<file path="src/sv/tepc_pkg.sv">
`timescale 1ns / 1ps
`default_nettype none
package tepc_pkg;

    // channel format: unorm, all ones stands for 1.0
    localparam int CH_W   = 16;
    localparam int ACC_W  = CH_W + 6;
    localparam int PROD_W = ACC_W + CH_W;

    localparam int QUEUE_DEPTH_DEF = 2;

    localparam logic [CH_W-1:0] ONE     = {CH_W{1'b1}};
    localparam logic [CH_W-1:0] HALF_M1 = {1'b0, {(CH_W-1){1'b1}}};

    localparam logic [2:0] MODE_ADD      = 3'd0;
    localparam logic [2:0] MODE_MAX      = 3'd1;
    localparam logic [2:0] MODE_MIN      = 3'd2;
    localparam logic [2:0] MODE_OVER_TOP = 3'd3;
    localparam logic [2:0] MODE_OVER_BOT = 3'd4;

    // premultiplied sample: ch[0..2] rgb, ch[3] alpha
    typedef struct packed {
        logic                 last;
        logic [3:0][CH_W-1:0] ch;
    } t_sample;

    // floor(u / ONE) via folding: 2^CH_W == 1 modulo ONE
    function automatic logic [ACC_W-1:0] div_one(input logic [PROD_W-1:0] u);
        logic [ACC_W-1:0]     h;
        logic [CH_W-1:0]      l;
        logic [ACC_W:0]       m;
        logic [ACC_W-CH_W:0]  h2;
        logic [CH_W-1:0]      l2;
        logic [CH_W:0]        m2;
        logic [ACC_W:0]       q;
        h  = u[PROD_W-1:CH_W];
        l  = u[CH_W-1:0];
        m  = {1'b0, h} + {{(ACC_W+1-CH_W){1'b0}}, l};
        h2 = m[ACC_W:CH_W];
        l2 = m[CH_W-1:0];
        m2 = {{(CH_W-(ACC_W-CH_W)){1'b0}}, h2} + {1'b0, l2};
        q  = {1'b0, h} + {{CH_W{1'b0}}, h2}
           + {{ACC_W{1'b0}}, (m2 >= {1'b0, ONE})};
        return q[ACC_W-1:0];
    endfunction

    // round half up of p / ONE
    function automatic logic [ACC_W-1:0] round_prod(input logic [PROD_W-1:0] p);
        return div_one(p + {{(PROD_W-CH_W){1'b0}}, HALF_M1});
    endfunction

    function automatic logic [CH_W-1:0] sat_one(input logic [ACC_W:0] x);
        return (x > {{(ACC_W+1-CH_W){1'b0}}, ONE}) ? ONE : x[CH_W-1:0];
    endfunction

endpackage
`default_nettype wire

</file>
<file path="src/sv/tepc_front.sv">
`timescale 1ns / 1ps
`default_nettype none
module tepc_front
    import tepc_pkg::*;
(
    input  wire logic            i_clk,
    input  wire logic            i_rst_n,
    input  wire logic            i_push,
    output logic                 o_full,
    input  wire logic [CH_W-1:0] i_red,
    input  wire logic [CH_W-1:0] i_green,
    input  wire logic [CH_W-1:0] i_blue,
    input  wire logic [CH_W-1:0] i_alpha,
    input  wire logic [CH_W-1:0] i_opacity,
    input  wire logic            i_last_sample,
    output logic                 o_q_push,
    output t_sample              o_q_data,
    input  wire logic            i_q_full
);

    logic                   r_v1, r_v2, r_v3;
    logic [2*CH_W-1:0]      r_pa;
    logic [2:0][CH_W-1:0]   r_c1, r_c2;
    logic                   r_l1, r_l2, r_l3;
    logic [CH_W-1:0]        r_a2, r_a3;
    logic [2:0][2*CH_W-1:0] r_pc;
    logic                   en;
    logic [ACC_W-1:0]       a_rnd;
    logic [ACC_W-1:0]       s_rnd [3];

    // whole pipe holds when the tail beat cannot enter the queue
    assign en     = !(r_v3 && i_q_full);
    assign o_full = !en;

    assign a_rnd = round_prod({{(PROD_W-2*CH_W){1'b0}}, r_pa});

    always_ff @(posedge i_clk) begin
        if (!i_rst_n) begin
            r_v1 <= 1'b0;
            r_v2 <= 1'b0;
            r_v3 <= 1'b0;
        end else if (en) begin
            r_v1 <= i_push;
            r_v2 <= r_v1;
            r_v3 <= r_v2;
        end
    end

    always_ff @(posedge i_clk) begin
        if (en) begin
            // stage 1: alpha times opacity
            r_pa    <= {{CH_W{1'b0}}, i_alpha} * {{CH_W{1'b0}}, i_opacity};
            r_c1[0] <= i_red;
            r_c1[1] <= i_green;
            r_c1[2] <= i_blue;
            r_l1    <= i_last_sample;
            // stage 2: rounded alpha
            r_a2    <= a_rnd[CH_W-1:0];
            r_c2    <= r_c1;
            r_l2    <= r_l1;
            // stage 3: color times alpha
            for (int k = 0; k < 3; k++) begin
                r_pc[k] <= {{CH_W{1'b0}}, r_c2[k]} * {{CH_W{1'b0}}, r_a2};
            end
            r_a3    <= r_a2;
            r_l3    <= r_l2;
        end
    end

    always_comb begin
        for (int k = 0; k < 3; k++) begin
            s_rnd[k]       = round_prod({{(PROD_W-2*CH_W){1'b0}}, r_pc[k]});
            o_q_data.ch[k] = s_rnd[k][CH_W-1:0];
        end
        o_q_data.ch[3] = r_a3;
        o_q_data.last  = r_l3;
    end

    assign o_q_push = r_v3 && !i_q_full;

endmodule
`default_nettype wire

</file>
<file path="config.mk">
export PLATFORM = sky130hd
export DESIGN_NAME = tepc_front
export DESIGN_NICKNAME = d
export VERILOG_FILES = /design/src/sv/tepc_pkg.sv /design/src/sv/tepc_front.sv
export SDC_FILE = /design/constraint.sdc
export NUM_CORES = 2
export LEC_CHECK = 0
export ABC_AREA = 1
export BUFFER_PORTS_ARGS = -buffer_cell sky130_fd_sc_hd__buf_2
export CORE_MARGIN = 2
export CORE_UTILIZATION = 65
export CTS_CLUSTER_SIZE = 20
export DETAILED_ROUTE_END_ITERATION = 6
export GPL_TIMING_DRIVEN = 1
export PLACE_DENSITY = 0.94
export SETUP_SLACK_MARGIN = 0.05
export SKIP_LAST_GASP = 1
export SLEW_MARGIN = 5
export SYNTH_ARGS = -nofsm -noshare
export SYNTH_HDL_FRONTEND = slang
export SYNTH_SLANG_ARGS = --single-unit
</file>
<file path="constraint.sdc">
create_clock -name i_clk -period 14.15 [get_ports i_clk]
set_input_delay 2.83 -clock i_clk [delete_from_list [all_inputs] [get_ports i_clk]]
set_output_delay 2.83 -clock i_clk [all_outputs]
set_load 0.1 [all_outputs]
</file>
# After elaboration in Yosys (flattened, before gate mapping)
# Index checks and enable logic that the tools add are counted.
dict set report totals {
  reg_bits 262
  inputBits 85
  output_inout_bits 67
  wordCells 49
}
dict set report classes {
  addsub 20
  mul 4
  order_cmp 4
  reduce_logical 3
}
# operator count
set ops {}
lappend ops {{$add A32 B15 Y33 const B} 4}
lappend ops {{$mul A16 B16 Y32} 4}
lappend ops {{$add A17 B16 Y18} 4}
lappend ops {{$add A2 B16 Y17} 4}
lappend ops {{$ge A17 B16 Y1 const B} 4}
lappend ops {{$add A16 B1 Y16} 4}
lappend ops {{$add A16 B2 Y16} 4}
lappend ops {{$logic_and A1 B1 Y1} 2}
lappend ops {{$logic_not A1 Y1} 1}

# Depth between registers and ports, before layout
dict set report logic_depth {
  ltp_word 5
  ltp_mapped 45
  ltp_nobuf 45
}

# Worst setup path after synthesis
# OpenSTA, ideal clock, no wires.
dict set report synth_path {
  path_type {input port to output port}
  from {input i_q_full}
  to {output o_full}
  arrival_ps 11163
  required_ps 11320
  slack_ps 157
  stages 2
  n_path_buf 0
  path_cell_list {nand2_1 -> inv_1}
}
dict set report synth_between {
  elab_chain_cells 1
}
# item line
set synth_rtl {}
lappend synth_rtl {{from (decl)} tepc_front.sv:18} ;# input wire logic i_q_full
lappend synth_rtl {{$logic_and A1 B1 Y1} tepc_front.sv:32} ;# assign en = !(r_v3 && i_q_full);
lappend synth_rtl {{to (decl)} tepc_front.sv:9} ;# output logic o_full,
# No other way between the ends.

==> flow_summary.yaml <==
floorplan:
  dieHeight_um: 284
  die-area_um2: 80700
  start_util: 0.657
  core_region_area_um2: 77600
  dieWidth_um: 284
  core.rowCount: 102
  ios: 152
clock_network:
  post-cts-setup-buffers: 0
  cts_tree: "yes"
  cts_sinks: 262
  clk_pin_slew_ns: 0.07
  clk_path_buf_depth: 3
  clock_latency_ns: 0.61
  hold_buffers: 0
  cts-resized-gates: 0
  h-tree-depth: 1
  root_buffer: "clkbuf_16"
  cts_buffers: 31
setup_path:
  critPathKind: "flip-flop to output pin"
  worstPathArrival_ns: 7.53
  cp_max_fo: 5
  cp_common_cell: "nand2_1"
  startpoint_type: "flip-flop"
  critPathRequiredTime_ns: 11.32
  max_stage_delay_ns: 0.54
  cp_slowest_cell: "fa_1"
  end_kind: "output pin"
routing:
  postRouteAntennaNets: 0
  firstDrtPassIters: 7
  wirelength_um: 128000
  route.detailed.drc: 1
  drt_iter0_drc: 3527
  avgRoutedWirePerCell_um: 17.3
  viasPerCell: 5.64
  vias: 41498
sta:
  fmaxAchievable_ghz: 0.0966
  fin_hold_ws_ns: 0.416
  finalCritPeriodShare: 0.732
  relSlewSlack: 0.249
  finalClockSkew_ns: 0.0209
  period_needed_ns: 10.36
  fin_tns_setup_ns: 0
  worst-slew-pin-transition_ns: 1.13
  final_max_slew_viol_count: 0
  grt_setup_unrepaired: "no"
  hold_viol_final: 0
  setup_viol: 0
synth:
  synth_mux_area_frac: 0
  yosys_warnings: 0
  synth_cell_types: 61
  synth_edf_count: 259
  yosys.area_share.simple: 0.189
  syn-instance-count: 6323
  synth_fa_ha_area_frac: 0.430
  postSynthAreaPerCell_um2: 8.06
  synth_top_family_by_area: "adder cells"
  seq_area_frac_synth: 0.154
  synth_compound_area_frac: 0.0421
  synth_xor_area_frac: 0.0490
  syn_nets: 7688
  syn_area_um2: 51000
  synth_flop_cell: "edfxtp_1"
  async_flop_share: 0
  ys_seq_elements: 262
grt:
  grt_max_degree: 84
  grt_pass1_wl_um: 213000
  gr-usage-met1: 0.379
  grt_use_met3: 0.0631
  grt.busiest_layer: "met2"
  grt_pass1_vias: 45149
  grtUsageTotal: 0.323
  grt_overflow_total: 0
  gr-usage-met2: 0.569
  antenna_found_initial: 2
place:
  gp_congestion: 0.974
  io_buffers: 151
  dpl.hpwl_um: 100000
outcome:
  violations: "DRC"
  status: "finished, violations left"
flow_run:
  drv_cap: 0
final_layout:
  syn_to_final_growth_pct: 4.64
  diodes: 0
  fin_nets: 7655
  layout_commonest_cell: "inv_1"
  drive_gt1_frac: 0.0558
  most-common-layout-cells: "inv_1, nand2_1, fa_1, ha_1, nor2_1"
worst_hold_path:
  hold_path_class: "flip-flop to flip-flop"
-- kinds of logic after synthesis --
kind of cell | Yosys count
xor gates and xnor gates | 279
adders and majority gates | 1280
buffers and inverters | 1853
AOI/OAI and AO/OA | 377
and+or+nand+nor | 2272
DFF | 262
-- flip-flops by register name (all words and copies together) (netlist names) --
| register | flops |
|---|---|
| r_a2 | 16 |
| r_a3 | 16 |
| r_c1 | 48 |
| r_c2 | 48 |
| r_l1 | 1 |
| r_l2 | 1 |
| r_l3 | 1 |
| r_pa | 32 |
| r_pc | 96 |
| r_v1 | 1 |
| r_v2 | 1 |
| r_v3 | 1 |
-- metal layers --
metal / wire [um] / share of wire
met4: 5910 / 0.046
met3: 12000 / 0.094
met2: 63900 / 0.50
met5: 16 / 0.00013
met1: 45800 / 0.36
-- synthesized netlist by cell type (6+ instances only) --
master       n  area share
a211oi_1    11      0.0016
a21boi_0     9      0.0013
a21oi_1    191       0.019
a31oi_1     13      0.0016
clkbuf_1   237       0.017
edfxtp_1   259        0.15
fa_1       784        0.31
ha_1       496        0.12
inv_1     1607        0.12
nand2_1   1578        0.12
nand2_2     38      0.0047
nand3_1    170       0.017
nand3_2     12      0.0024
nand3b_1    18      0.0027
nand4_1     66      0.0081
nor2_1     267       0.020
nor2_2      20      0.0025
nor2_4      11      0.0024
nor3_1      45      0.0044
nor3_2       8      0.0016
nor4_1      16      0.0020
o21a_1      12      0.0018
o21ai_0     73      0.0072
o21ai_1     17      0.0017
o21ai_2      6      0.0010
o21bai_1    14      0.0021
xnor2_1     87       0.015
xor2_1     185       0.032
xor2_2       6      0.0019
-- area by class of cell --
class                           instances  area (um^2)
Fill cell                            5655        24300
Clock buffer                           40          830
Tap cell                             1040         1300
Timing Repair Buffer                  175          936
Inverter                             1612         6050
Multi-Input combinational cell       4208        36200
Sequential cell                       262         7840
Clock inverter                         15          199
-- final timing paths --
check | cells past startpoint | slack [ns] | end | from
worst max-delay path | 43 | 3.79 | o_q_data[6] | r_pc[0]
worst min-delay path | 0 | 0.42 | r_c2[47] | r_c1[47]
worst max register to register | 26 | 6.77 | r_pc[90] | r_a2[1]
worst min register to register | 0 | 0.42 | r_c2[47] | r_c1[47]
-- critical path, delay by kind of cell (launching register included) --
kind / cells / cell delay [ns]
DFF: 1 / 0.38
xor gates and xnor gates: 3 / 0.68
AOI/OAI and AO/OA: 1 / 0.23
buffers and inverters: 6 / 0.92
and+or+nand+nor: 27 / 2.91
adders and majority gates: 6 / 1.79
-- per-stage QoR --
stage	cell area, um^2	utilization	cells	worst slack [ns]
after CTS	53300	0.687	7352	3.80
after floorplan	51000	-	6323	0.157
after global placement	52300	0.674	7297	4.68
final	53300	0.687	7352	3.79
after detailed placement	52300	0.674	7297	4.46
after global routing	53300	0.687	7352	3.22
Power is left out: the tool's default activity adds up to more than one toggle a clock period on the data nets, which glitch-free logic cannot reach.
