## src/sv/tepc_pkg.sv

```systemverilog
`timescale 1ns / 1ps
`default_nettype none
package tepc_pkg;

    // channel format: unorm, all ones stands for 1.0
    localparam int CH_W   = 16;
    localparam int ACC_W  = CH_W + 6;
    localparam int PROD_W = ACC_W + CH_W;

    localparam int QUEUE_DEPTH_DEF = 2;

    localparam logic [CH_W-1:0] ONE     = {CH_W{1'b1}};
    localparam logic [CH_W-1:0] HALF_M1 = {1'b0, {(CH_W-1){1'b1}}};

    localparam logic [2:0] MODE_ADD      = 3'd0;
    localparam logic [2:0] MODE_MAX      = 3'd1;
    localparam logic [2:0] MODE_MIN      = 3'd2;
    localparam logic [2:0] MODE_OVER_TOP = 3'd3;
    localparam logic [2:0] MODE_OVER_BOT = 3'd4;

    // premultiplied sample: ch[0..2] rgb, ch[3] alpha
    typedef struct packed {
        logic                 last;
        logic [3:0][CH_W-1:0] ch;
    } t_sample;

    // floor(u / ONE) via folding: 2^CH_W == 1 modulo ONE
    function automatic logic [ACC_W-1:0] div_one(input logic [PROD_W-1:0] u);
        logic [ACC_W-1:0]     h;
        logic [CH_W-1:0]      l;
        logic [ACC_W:0]       m;
        logic [ACC_W-CH_W:0]  h2;
        logic [CH_W-1:0]      l2;
        logic [CH_W:0]        m2;
        logic [ACC_W:0]       q;
        h  = u[PROD_W-1:CH_W];
        l  = u[CH_W-1:0];
        m  = {1'b0, h} + {{(ACC_W+1-CH_W){1'b0}}, l};
        h2 = m[ACC_W:CH_W];
        l2 = m[CH_W-1:0];
        m2 = {{(CH_W-(ACC_W-CH_W)){1'b0}}, h2} + {1'b0, l2};
        q  = {1'b0, h} + {{CH_W{1'b0}}, h2}
           + {{ACC_W{1'b0}}, (m2 >= {1'b0, ONE})};
        return q[ACC_W-1:0];
    endfunction

    // round half up of p / ONE
    function automatic logic [ACC_W-1:0] round_prod(input logic [PROD_W-1:0] p);
        return div_one(p + {{(PROD_W-CH_W){1'b0}}, HALF_M1});
    endfunction

    function automatic logic [CH_W-1:0] sat_one(input logic [ACC_W:0] x);
        return (x > {{(ACC_W+1-CH_W){1'b0}}, ONE}) ? ONE : x[CH_W-1:0];
    endfunction

endpackage
`default_nettype wire

```

## src/sv/tepc_queue.sv

```systemverilog
`timescale 1ns / 1ps
`default_nettype none
module tepc_queue
    import tepc_pkg::*;
#(
    parameter int DEPTH = QUEUE_DEPTH_DEF
) (
    input  wire logic    i_clk,
    input  wire logic    i_rst_n,
    input  wire logic    i_push,
    input  wire t_sample i_data,
    output logic         o_full,
    input  wire logic    i_pop,
    output t_sample      o_data,
    output logic         o_empty
);

    localparam int PW = $clog2(DEPTH);
    localparam int CW = $clog2(DEPTH + 1);

    t_sample         r_mem [DEPTH];
    logic [PW-1:0]   r_wp, r_rp;
    logic [CW-1:0]   r_cnt;
    logic            do_push, do_pop;

    assign o_full  = (r_cnt == CW'(DEPTH));
    assign o_empty = (r_cnt == '0);
    assign do_push = i_push && !o_full;
    assign do_pop  = i_pop && !o_empty;
    assign o_data  = r_mem[r_rp];

    always_ff @(posedge i_clk) begin
        if (do_push) begin
            r_mem[r_wp] <= i_data;
        end
    end

    always_ff @(posedge i_clk) begin
        if (!i_rst_n) begin
            r_wp  <= '0;
            r_rp  <= '0;
            r_cnt <= '0;
        end else begin
            if (do_push) begin
                r_wp <= (r_wp == PW'(DEPTH - 1)) ? '0 : r_wp + 1'b1;
            end
            if (do_pop) begin
                r_rp <= (r_rp == PW'(DEPTH - 1)) ? '0 : r_rp + 1'b1;
            end
            if (do_push && !do_pop) begin
                r_cnt <= r_cnt + 1'b1;
            end else if (do_pop && !do_push) begin
                r_cnt <= r_cnt - 1'b1;
            end
        end
    end

endmodule
`default_nettype wire

```

## config.mk

```make
export PLATFORM = sky130hd
export DESIGN_NAME = tepc_queue
export DESIGN_NICKNAME = d
export VERILOG_FILES = /design/src/sv/tepc_pkg.sv /design/src/sv/tepc_queue.sv
export SDC_FILE = /design/constraint.sdc
export NUM_CORES = 1
export LEC_CHECK = 0
export BUFFER_PORTS_ARGS = -buffer_cell sky130_fd_sc_hd__clkbuf_2
export CAP_MARGIN = 30
export CORE_MARGIN = 2
export CORE_UTILIZATION = 45
export DETAILED_ROUTE_END_ITERATION = 10
export MAX_ROUTING_LAYER = met4
export PLACE_DENSITY = 0.69
export SYNTH_ARGS = -nofsm -noshare
export SYNTH_HDL_FRONTEND = slang
export SYNTH_SLANG_ARGS = --single-unit
export TNS_END_PERCENT = 30
```

## constraint.sdc

```tcl
create_clock -name i_clk -period 14.1 [get_ports i_clk]
set_clock_uncertainty 0.05 [all_clocks]
set_input_delay 4.23 -clock i_clk [delete_from_list [all_inputs] [get_ports i_clk]]
set_output_delay 4.23 -clock i_clk [all_outputs]
set_load 0.01 [all_outputs]
```

# Word-level counts from Yosys, hierarchy flattened
# Memory sizes are Yosys's and may differ from the RTL's. A register that Yosys moved wholly into a read port is not among the register bits.
# Index checks and enable logic that the tools add are counted.
word_totals:
  wordCells: 27
  ramBits: 130
  output_inout_bits: 67
  memories: 1
  regBits: 4
  input_bits: 69
classes:
  eq_ne: 1
  n_mux: 8
  reduce_logical: 10
  addsub: 4
mem_list:
  columns: ["name", "words", "width", "rd", "rd_clocked_by_memory_dff", "wr", "line", "source"]
  rows:
  - ["r_mem", 2, 65, 1, 1, 1, "tepc_queue.sv:21", "t_sample r_mem [DEPTH];"]
ops:
  columns: ["op", "count"]
  rows:
  - ["2-to-1 mux 1 bit", 6]
  - ["logical AND 1 bit", 4]
  - ["logical NOT 1 bit", 4]
  - ["2-to-1 mux 2 bit", 2]
  - ["adder 1 bit (second input constant)", 2]
  - ["adder 2 x 1 -> 2 bit (second input constant)", 1]
  - ["equality test 2 bit (second input constant)", 1]
  - ["logical NOT 2 bit", 1]
  - ["nonzero test 2 bit", 1]
  - ["subtractor 2 x 1 -> 2 bit (second input constant)", 1]

# Logic depth before layout (Yosys ltp)
logic_depth:
  word_depth: 7
  mapped_depth: 7
  mapped_depth_nobuf: 7

# Worst setup path after synthesis
# No wires, ideal clock.
synth_path:
  path_type: "input to register"
  start: "in i_push"
  end: "mem r_mem[0][0] in the netlist's numbering, enable pin"
  t_required_ns: 13.572
  arrival_time_ns: 6.856
  slack_ns: 6.716
  path_buffers: 0
  path_stages: 2
  setup_time_ns: 0.478
  path_cell_list: "inv_1 nor3_2"
synth_between:
  elab_chain_cells: 3
synth_rtl:
  columns: ["element", "line", "source"]
  rows:
  - ["from (decl)", "tepc_queue.sv:10", "input wire logic i_push,"]
  - ["logical AND 1 bit", "tepc_queue.sv:28", "assign do_push = i_push && !o_full;"]
  - ["2-to-1 mux 1 bit", "tepc_queue.sv:33", "if (do_push) begin"]
  - ["2-to-1 mux 1 bit (not written as such)", "tepc_queue.sv:34", "r_mem[r_wp] <= i_data;"]
  - ["to (decl)", "tepc_queue.sv:21", null]
# No other way between the ends.

==> flow_summary_export.csv <==
group,metric,value,unit
run_status,status,"complete, no violations",
clocking,root_buffer,"clkbuf_8",
pwr,seqPwrFrac,43.3,%
cells_and_area,syn2layout_area_growth,29.0,%
clocking,cts_buffer_depth,2,
synthesis,async_reset_ff_share,0,%
timing,final_hold_viol_count,0,
clocking,cts_buffers,17,
run,drv_cap,0,
synthesis,synth_compound_area_share,0.662,%
worst_setup_path,endpoint,"o_data[54]",
synthesis,synthSimpleGateAreaFrac,1.12,%
route,routedWlPerCell,15.9,microns
synthesis,synth_common_cells,"edfxtp_1 (130), mux2_2 (65), buf_4 (5), dfxtp_1 (5), and2_1 (3)",
worst_hold_path,min_path_cells,2,
worst_setup_path,regToRegStartpoint,"r_cnt[0]",
synthesis,synth_nets,297,
route,dr_wl_met3,619,microns
clocking,clk_pin_slew,0.05,ns
synthesis,yosys-top-cells-area,"edfxtp_1 (79%), mux2_2 (15%), dfxtp_1 (2.0%)",
die,pin_count,136,
route,drtIter0Drc,111,
synthesis,yosysTopAreaCell,"edfxtp_1",
route,top_layer_used,"met4",
timing,fin_crit,6.64,ns
route,drtAntennaViolNets,0,
synthesis,synth_xor_area_share,0.534,%
timing,setup_viol,0,
cells_and_area,final_util,59.0,%
worst_setup_path,crit_type,"reg2out",
clocking,cts_sinks,135,
timing,maxSlewViolCount,0,
synthesis,syn_area_per_cell,21.7,sq um
worst_setup_path,cp.buffers_inverters,2,
worst_setup_path,regToRegEndpoint,"r_mem[1][41]",
route,firstDrtPassIters,4,
placement,post-dp-hpwl,5300,microns
timing,rsz0062_at_grt,"no",
worst_setup_path,cp-start-kind,"flip-flop",
synthesis,yosysMostFrequentCell,"edfxtp_1",
worst_setup_path,cp_max_fo,41,
cells_and_area,fill_cells,855,
pwr,max-vdd-ir-drop,0.0756,mV
synthesis,synth_top_family_by_area,"multiplexers",
cells_and_area,final_area,0.00634,sq mm
placement,gp_congestion,0.661,
timing,max_slew_margin,40.8,%
worst_setup_path,r2r_slack,12.17,ns
route,post_drt_via_cell_ratio,4.81,
global_routing,grt_pass1_vias,2600,
synthesis,synth_seq_cells,135,
die,start_util,45.8,%
worst_hold_path,hp-class,"reg2reg",
worst_setup_path,critical_path.cell_chain,"buf_4 -> mux2_2 -> clkbuf_2",
die,fp.dieW,109,microns
die,rows,38,
placement,portBuffers,135,
global_routing,grt_use_total,15.2,%
worst_setup_path,worstPathRequired,9.82,ns
synthesis,ys.warnings.count,0,
pwr,leakagePower,2.42,nW
synthesis,synth_top_area_share,79.4,%
clocking,postCtsHoldBufs,0,
timing,min_period_over_period,47.1,%
timing,fin_setup_tns,0,ns
die,coreArea,0.0107,sq mm
route,vias,2554,
global_routing,grt_max_degree,66,
die,die-height,109,microns
worst_setup_path,cpMaxStageDelayCell,"dfxtp_2",
synthesis,synth_edf_count,130,
clocking,htreeDepth,4,
pwr,combPwrFrac,21.3,%
synthesis,synth-adder-area-share,0.254,%
pwr,p_sw,0.000306,W
timing,worst_slack,7.46,ns
worst_setup_path,worst_path_largest_cell_delay,0.71,ns
placement,dp_slack,7.93,ns
synthesis,yosysUniqueCellTypes,21,
route,wl_met1,3610,microns
clocking,cts_tree,"built",
timing,tightestPinTransition,0.887,ns
die,die-area,0.0118,sq mm
clocking,clock_latency,0.51,ns
cells_and_area,nets,448,
worst_setup_path,cp_num_cells,3,
pwr,p_int,0.000914,W
synthesis,synth-main-ff-cell,"edfxtp_1",
synthesis,synth.mux.area_fraction,14.9,%
synthesis,synth_area,0.00492,sq mm
worst_setup_path,arrival,2.36,ns
global_routing,antenna_found_initial,0,
placement,dpl_cell_area,0.00576,sq mm
global_routing,grt_pass1_wl,12700,microns
route,drt-total-wl,8460,microns
pwr,clkPwrFrac,35.4,%
worst_setup_path,endpoint_kind,"output pin",
synthesis,ys_seq_area_share,81.4,%
cells_and_area,diodes,0,
worst_setup_path,cp_top_family,"buffers and inverters",
global_routing,overflow,0,
synthesis,syn_inst,227,
clocking,ctsResizeCount,0,
timing,fmax,151,MHz
cells_and_area,final_layout_size_suffix_gt1_share,59.8,%
pwr,powerDensity,192,mW/mm^2
pwr,power.share.switching,25.1,%
worst_setup_path,r2r_cells,3,
route,dr_wl_met2,4090,microns
route,remaining_drc_errors,0,
clocking,post_cts_buffers,0,
[cell families (layout without fill, tap and decap cells)]
family | Yosys count | after routing
xor gates and xnor gates | 3 | 3
muxes | 65 | 65
buffers and inverters | 9 | 173
DFF | 135 | 135
and+or+nand+nor | 9 | 9
adders and majority gates | 1 | 1
AOI/OAI and AO/OA | 5 | 5
[routing by layer]
layer,up-vias,track usage [%]
met5,-,-
met4,0,7.78
met3,15,5.24
met2,94,23.2
met1,1241,18.0
li1,1204,-
[worst register-to-register path, stage by stage (launching register included)]
cell	delay (ns)
dfxtp_1	0.41
nand2b_1	0.20
and3_2	0.19
buf_4	0.69
[how the worst min path moves through the flow]
stage	start	end	slack, ns
CTS	r_cnt[1]	r_cnt[1]	0.49
global placement	r_cnt[1]	r_cnt[1]	0.45
detailed placement	r_cnt[1]	r_cnt[1]	0.48
global route	r_cnt[1]	r_cnt[1]	0.52
finish	r_cnt[1]	r_cnt[1]	0.49
floorplan	r_cnt[1]	r_cnt[1]	0.43
[area by class of cell]
type | count | area [sq um] | area share, %
clock inverters | 10 | 153 | 2.41
well taps | 140 | 175 | 2.76
clock buffers | 22 | 433 | 6.82
multi-input cells | 83 | 866 | 13.6
repair buffers | 139 | 706 | 11.1
flip-flops and latches | 135 | 4010 | 63.1
inverters | 2 | 7.51 | 0.118
[through the flow]
stage / std cells / hold slack [ns] / power [W]
floorplan: 227 / 0.433 / 0.000703
global placement: 499 / 0.448 / 0.000795
detailed placement: 499 / 0.480 / 0.000801
CTS: 531 / 0.489 / 0.00124
global route: 531 / 0.518 / 0.00128
finish: 531 / 0.486 / 0.00122
[power by group through the flow]
stage / Sequential [W] / Combinational [W] / Clock (W)
after detailed placement: 0.000537 / 0.000264 / 0
after floorplan: 0.000526 / 0.000177 / 0
after global routing: 0.000533 / 0.000284 / 0.000461
final: 0.000528 / 0.000260 / 0.000432
after CTS: 0.000529 / 0.000266 / 0.000443
after global placement: 0.000534 / 0.000262 / 0
[cell usage in the layout, fill, tap and decap left out, drive strengths merged]
cell type  count
ha             1
a21boi         2
o21ai          2
o21a           1
bufinv         4
xor2           1
clkbuf       157
edfxtp       130
and2           3
nor3           1
and3           1
xnor2          2
clkinv         6
mux2          65
nor2           2
dfxtp          5
nand2b         1
or3            1
inv            2
buf            4
[state kept, by name, summed over array words and instances (netlist names), named ones only]
register  cells
r_rp          1
r_mem       130
r_wp          1
r_cnt         2
No activity file was read; power rests on OpenSTA's default activity.
